==> config.mk <==
export PLATFORM = sky130hd
export DESIGN_NAME = dhte_divider
export DESIGN_NICKNAME = d
export VERILOG_FILES = /design/src/dhte_pkg.sv /design/src/dhte_divider.sv
export SDC_FILE = /design/constraint.sdc
export NUM_CORES = 1
export LEC_CHECK = 0
export ABC_CLOCK_PERIOD_IN_PS = 3850
export BUFFER_PORTS_ARGS = -buffer_cell sky130_fd_sc_hd__clkbuf_2
export CORE_ASPECT_RATIO = 0.9
export CORE_MARGIN = 2
export CORE_UTILIZATION = 40
export CTS_CLUSTER_SIZE = 28
export DETAILED_ROUTE_END_ITERATION = 8
export PLACE_DENSITY = 0.59
export REMOVE_ABC_BUFFERS = 1
export SKIP_LAST_GASP = 1
export SYNTH_ARGS = -nofsm -noshare
export SYNTH_HDL_FRONTEND = slang
export SYNTH_SLANG_ARGS = --single-unit
==> constraint.sdc <==
create_clock -name clock -period 3.85 [get_ports clock]
set_clock_uncertainty 0.15 [all_clocks]
set_input_delay 0.5775 -clock clock [delete_from_list [all_inputs] [get_ports clock]]
set_output_delay 0.5775 -clock clock [all_outputs]
set_load 0.01 [all_outputs]
==> src/dhte_pkg.sv <==
`timescale 1ns / 1ps
package dhte_pkg;
   localparam int SlotDepth = 1024;
   localparam int IdxBits = $clog2(SlotDepth);
   localparam int LenBits = IdxBits + 1;
   localparam int KeyBits = 32;
   localparam int ValueBits = 32;
   localparam int PrimeBits = 10;
   localparam int HashBits = 32;
   localparam int AddrBits = 3;

   localparam logic [1:0] OP_INSERT = 2'd0;
   localparam logic [1:0] OP_LOOKUP = 2'd1;
   localparam logic [1:0] OP_DELETE = 2'd2;
   localparam logic [1:0] OP_CLEAR = 2'd3;

   localparam logic [1:0] ST_DONE = 2'd0;
   localparam logic [1:0] ST_REPLACED = 2'd1;
   localparam logic [1:0] ST_MISSING = 2'd2;
   localparam logic [1:0] ST_FULL = 2'd3;

   localparam logic [AddrBits-1:0] REG_SLOTS = 3'd0;
   localparam logic [AddrBits-1:0] REG_PRIME = 3'd4;

   typedef struct packed {
      logic [1:0] operation;
      logic [KeyBits-1:0] key;
      logic [HashBits-1:0] key_hash;
      logic [ValueBits-1:0] value;
   } req_type;

   typedef struct packed {
      logic [1:0] status;
      logic found;
      logic [ValueBits-1:0] value_out;
      logic [LenBits-1:0] entries_now;
   } rsp_type;

   typedef struct packed {
      logic start;
      logic [HashBits-1:0] dividend;
      logic [HashBits-1:0] divisor;
   } div_cmd_type;

   typedef struct packed {
      logic done;
      logic [HashBits-1:0] remainder;
   } div_rsp_type;
endpackage

==> src/dhte_divider.sv <==
`timescale 1ns / 1ps
module dhte_divider (
   input logic clock,
   input logic reset,
   input dhte_pkg::div_cmd_type cmd,
   output dhte_pkg::div_rsp_type rsp
);
   localparam int W = dhte_pkg::HashBits;
   logic [W-1:0] quo_ff, quo_in;
   logic [W:0] rem_ff, rem_in;
   logic [W-1:0] div_ff, div_in;
   logic [$clog2(W+1)-1:0] cnt_ff, cnt_in;
   logic busy_ff, busy_in, done_ff, done_in;
   logic [W:0] shifted, diff;

   always_comb begin
      quo_in = quo_ff;
      rem_in = rem_ff;
      div_in = div_ff;
      cnt_in = cnt_ff;
      busy_in = busy_ff;
      done_in = 1'b0;
      shifted = {rem_ff[W-1:0], quo_ff[W-1]};
      diff = shifted - {1'b0, div_ff};
      if (cmd.start) begin
         quo_in = cmd.dividend;
         rem_in = '0;
         div_in = cmd.divisor;
         cnt_in = '0;
         busy_in = 1'b1;
      end else if (busy_ff) begin
         quo_in = {quo_ff[W-2:0], 1'b0};
         rem_in = diff[W] ? shifted : diff;
         cnt_in = cnt_ff + 1'b1;
         if (cnt_ff == ($clog2(W+1))'(W - 1)) begin
            busy_in = 1'b0;
            done_in = 1'b1;
         end
      end
   end

   always_ff @(posedge clock) begin
      if (reset) begin
         busy_ff <= 1'b0;
         done_ff <= 1'b0;
         cnt_ff <= '0;
      end else begin
         busy_ff <= busy_in;
         done_ff <= done_in;
         cnt_ff <= cnt_in;
      end
      quo_ff <= quo_in;
      rem_ff <= rem_in;
      div_ff <= div_in;
   end

   assign rsp.done = done_ff;
   assign rsp.remainder = rem_ff[W-1:0];
endmodule

* Yosys cells after proc, flatten, opt, wreduce, memory -nomap -nowiden
Cells that the tools add are included.
Storage, ports and cells: logic and storage cells 20, memories kept 0, RAM bits 0, bits in read-only memories 0, bits in latches 0, flip-flop bits (word level) 104
Cells by class: add/subtract/negate cells 2, multipliers 0, magnitude comparators 0, shift-type cells 0, reduce and logical (&&, ||, !) cells 3, bitwise gates (word level) 1, eq/ne operators 1, mux-type cells 7, div/mod/pow operators 0
Operator list (number):
- $mux 32 | 3
- $sub 33x32->33 | 1
- $add 6x1->6 const B | 1
- $eq 6x5->1 const B | 1
- $mux 1 | 4
- $reduce_or 3->1 | 1
- $reduce_bool 2->1 | 1
- $reduce_or 2->1 | 1
- $not 1->1 | 1

* Depth between registers and ports, before layout
depth after elaboration 4, depth in mapped cells 13, depth with buffers taken out 12

* Worst setup path after synthesis
No wires, ideal clock.
path kind register to register, start register quo_ff[31], end register rem_ff[3], setup time 0.079 ns, arrival 2.990 ns, slack 0.630 ns, cell stages (with the launch flop) 14, buffers on the path 1, required time 3.621 ns, path through edfxtp_1 inv_1 ha_1 fa_1 nand2b_1 a21o_1 a21oi_4 a211oi_2 nor3b_2 o41ai_4 or2_1 buf_6 o31a_1 a211oi_2
On the way: longest elaborated chain between the ends 2
Ends and longest elaborated chain:
- start: declaration | line dhte_divider.sv:9 | logic [W-1:0] quo_ff, quo_in;
- start signal: assignment | line dhte_divider.sv:52 | quo_ff <= quo_in;
- $sub 33x32->33 | line dhte_divider.sv:24 | diff = shifted - {1'b0, div_ff};
- $mux 32 | line dhte_divider.sv:33 | rem_in = diff[W] ? shifted : diff;
- end signal: assignment | line dhte_divider.sv:53 | rem_ff <= rem_in;
- end: declaration | line dhte_divider.sv:10 | logic [W:0] rem_ff, rem_in;
Every way passes these cells. A chain may end at the register's enable or synchronous reset.

* Worst setup path after layout
start register quo_ff[31], end register rem_ff[31]
The elaborated chain is that of the path after synthesis.

==> metrics.cfg <==
[sta]
slew_headroom_pct=48.64
hold_viol_final=0
setup-tns-final_ns=0
setup_viol=0
timing.final.crit_share_pct=90.53
worstMarginPinSlew_ns=0.7704
fin_crit_ns=3.485
rsz0062_at_grt=false
drv_slew=0
final.setup.worst_slack_ns=0.3648
fmax_mhz=286.9

[synth]
synthCells=579
synth.ff_latch_count=104
synth_common_cells=64 x edfxtp_1, 52 x nor2_1, 44 x a21oi_1
synth-edff-count=64
synth.most_common_cell=edfxtp_1
synth_area_um2=5957
async_flop_share_pct=0
synth.area.top_cells=edfxtp_1 32%, dfxtp_1 13%, ha_1 6.9%
synth_top_area_share_pct=32.26
syn_area_per_cell_um2=10.29
ys_warn_count=0
synthFlopType=edfxtp_1
yosysUniqueCellTypes=61
ys_seq_area_share_pct=45.70
synth_top_area_cell=edfxtp_1

[cells_and_area]
layout-drive-gt1-share_pct=25.26
antenna_cells=0
nets=773
final_area_um2=6962
areaGrowthSynthToFinish_pct=16.87
layoutNonFillerInstCount=875

[floorplan]
io_pins=100
die_w_um=132.6
die_area_um2=15890
core_area_um2=14610
num_rows=42
initial_utilization_pct=40.78
fp.dieH_um=119.8

[grt]
grt_use_total_pct=18.06
grt.overflow.total=0
grt_max_degree=69
antenna_found_initial=0
grt_pass1_wl_um=22980
grt_pass1_vias=4706

[setup_path]
arrival_ns=3.61
worst_setup_path_start_kind=flip-flop
cpPeakStageDelay_ns=0.39
cp_slowest_cell=fa_1
r2r_slack_ns=0.36
reg2reg_depth=13
timing.rr.start=quo_ff[31]
r2r_end=rem_ff[31]
setup.worst_path.end_class=flip-flop
path_cells=inv_1 > ha_1 > fa_1 > nand2b_1 > a21o_1 > a21oi_4 > a211oi_2 > nor3b_2 > o41ai_4 > or2_1 > buf_4 > a2111o_1 > o22ai_1
crit_type=reg2reg
crit_fanout=10
cp.required_ns=3.98

[routing]
dr_total_vias=4613
drc=0
wirelength_um=13570
drt_iter0_drc=298
drt_first_pass_iters=4
wl_per_cell_um=15.50
final_antenna_net_count=0
viasPerCell=5.272

[clocking]
worstSkewPairLatency_ns=0.37
postCtsHoldBufs=0
numCtsBuffers=9
cts_tree=yes
path_clk_slew_ns=0.08
postCtsSetupBuffers=0
cts_sinks=104
post_cts_resized=0
clk_path_buf_depth=2
htreeDepth=3
root_buffer=clkbuf_16

[hold_path]
holdCritStartpoint=reset
hold_end=busy_ff
worstHoldPathCells=2
hp-class=in2reg

[placed_design]
portBuffers=99
dp.cells=859
dpl.hpwl_um=9887
gp_congestion=0.9050
placed_cell_area_um2=6656
dp_slack_ns=0.3843

[run_status]
status=finished clean

[pwr]
leakage_nw=2.917
power.density_nw_per_um2=417.8
ir_worst_vdd_v=0.0002488

[run]
drv_cap=0

[kinds of logic after synthesis]
| kind of cell | synth area share (%) |
|---|---|
| and+or+nand+nor | 12.12 |
| muxes | 8.380 |
| buffers and inverters | 4.600 |
| AOI/OAI and AO/OA | 17.81 |
| xor gates and xnor gates | 4.117 |
| adders and majority gates | 7.267 |
| DFF | 45.70 |
[state kept, by name, indices dropped and copies added, names as in the netlist]
signal   cells
div_ff      32
quo_ff      32
rem_ff      32
done_ff      1
busy_ff      1
cnt_ff       6
[worst max-delay path: cells and delay by family, from the launching register on]
kind,cells,cell delay [ns]
AOI/OAI and AO/OA,6,1.21
buffers and inverters,2,0.25
and+or+nand+nor,3,0.80
adders and majority gates,2,0.61
DFF,1,0.36
[cell usage in the layout, fill, tap and decap left out, types with 10 or more instances in the layout]
master	count
clkbuf_2	98
edfxtp_1	64
nor2_1	52
a21oi_1	44
inv_1	39
dfxtp_1	39
nand2_1	37
ha_1	33
mux2_2	31
o21ai_0	22
a211oi_1	22
xnor2_1	16
mux2i_1	15
xor2_1	12
a21o_1	10
nand3_1	10
[power breakdown]
part | total (mW) | switching (mW) | internal (mW)
logic | 0.638 | 0.356 | 0.281
clock network | 0.930 | 0.466 | 0.464
registers | 1.34 | 0.0574 | 1.28
[metal layers]
layer / global-route usage, % / share of wire (%)
met1: 24.12 / 48
met2: 28.14 / 44
met3: 5.492 / 6.1
met4: 5.712 / 1.5
met5: 0 / 0
[how the worst max path moves through the flow]
stage / startpoint / end / cells after the start
floorplan: quo_ff[31] / rem_ff[3] / 12
global route: quo_ff[31] / rem_ff[25] / 14
global placement: quo_ff[31] / rem_ff[8] / 13
finish: quo_ff[31] / rem_ff[31] / 13
detailed placement: quo_ff[31] / rem_ff[31] / 13
CTS: quo_ff[31] / rem_ff[31] / 13
[cell type report]
cell class | count | area (um^2)
Clock inverter | 7 | 80.08
Clock buffer | 9 | 225.2
Timing Repair Buffer | 108 | 578.1
Fill cell | 1409 | 7647
Tap cell | 198 | 247.7
Sequential cell | 104 | 2724
Multi-Input combinational cell | 410 | 2960
Inverter | 39 | 146.4
[stage by stage]
step / utilization (%) / power, mW / hold slack, ns
global route: 47.65 / 3.068 / 0.2188
detailed placement: 45.56 / 2.003 / 0.3253
global placement: 45.56 / 1.994 / 0.3147
floorplan: - / 1.796 / 0.3038
finish: 47.65 / 2.909 / 0.2272
CTS: 47.65 / 2.942 / 0.2182
No activity file was read; power rests on OpenSTA's default activity.
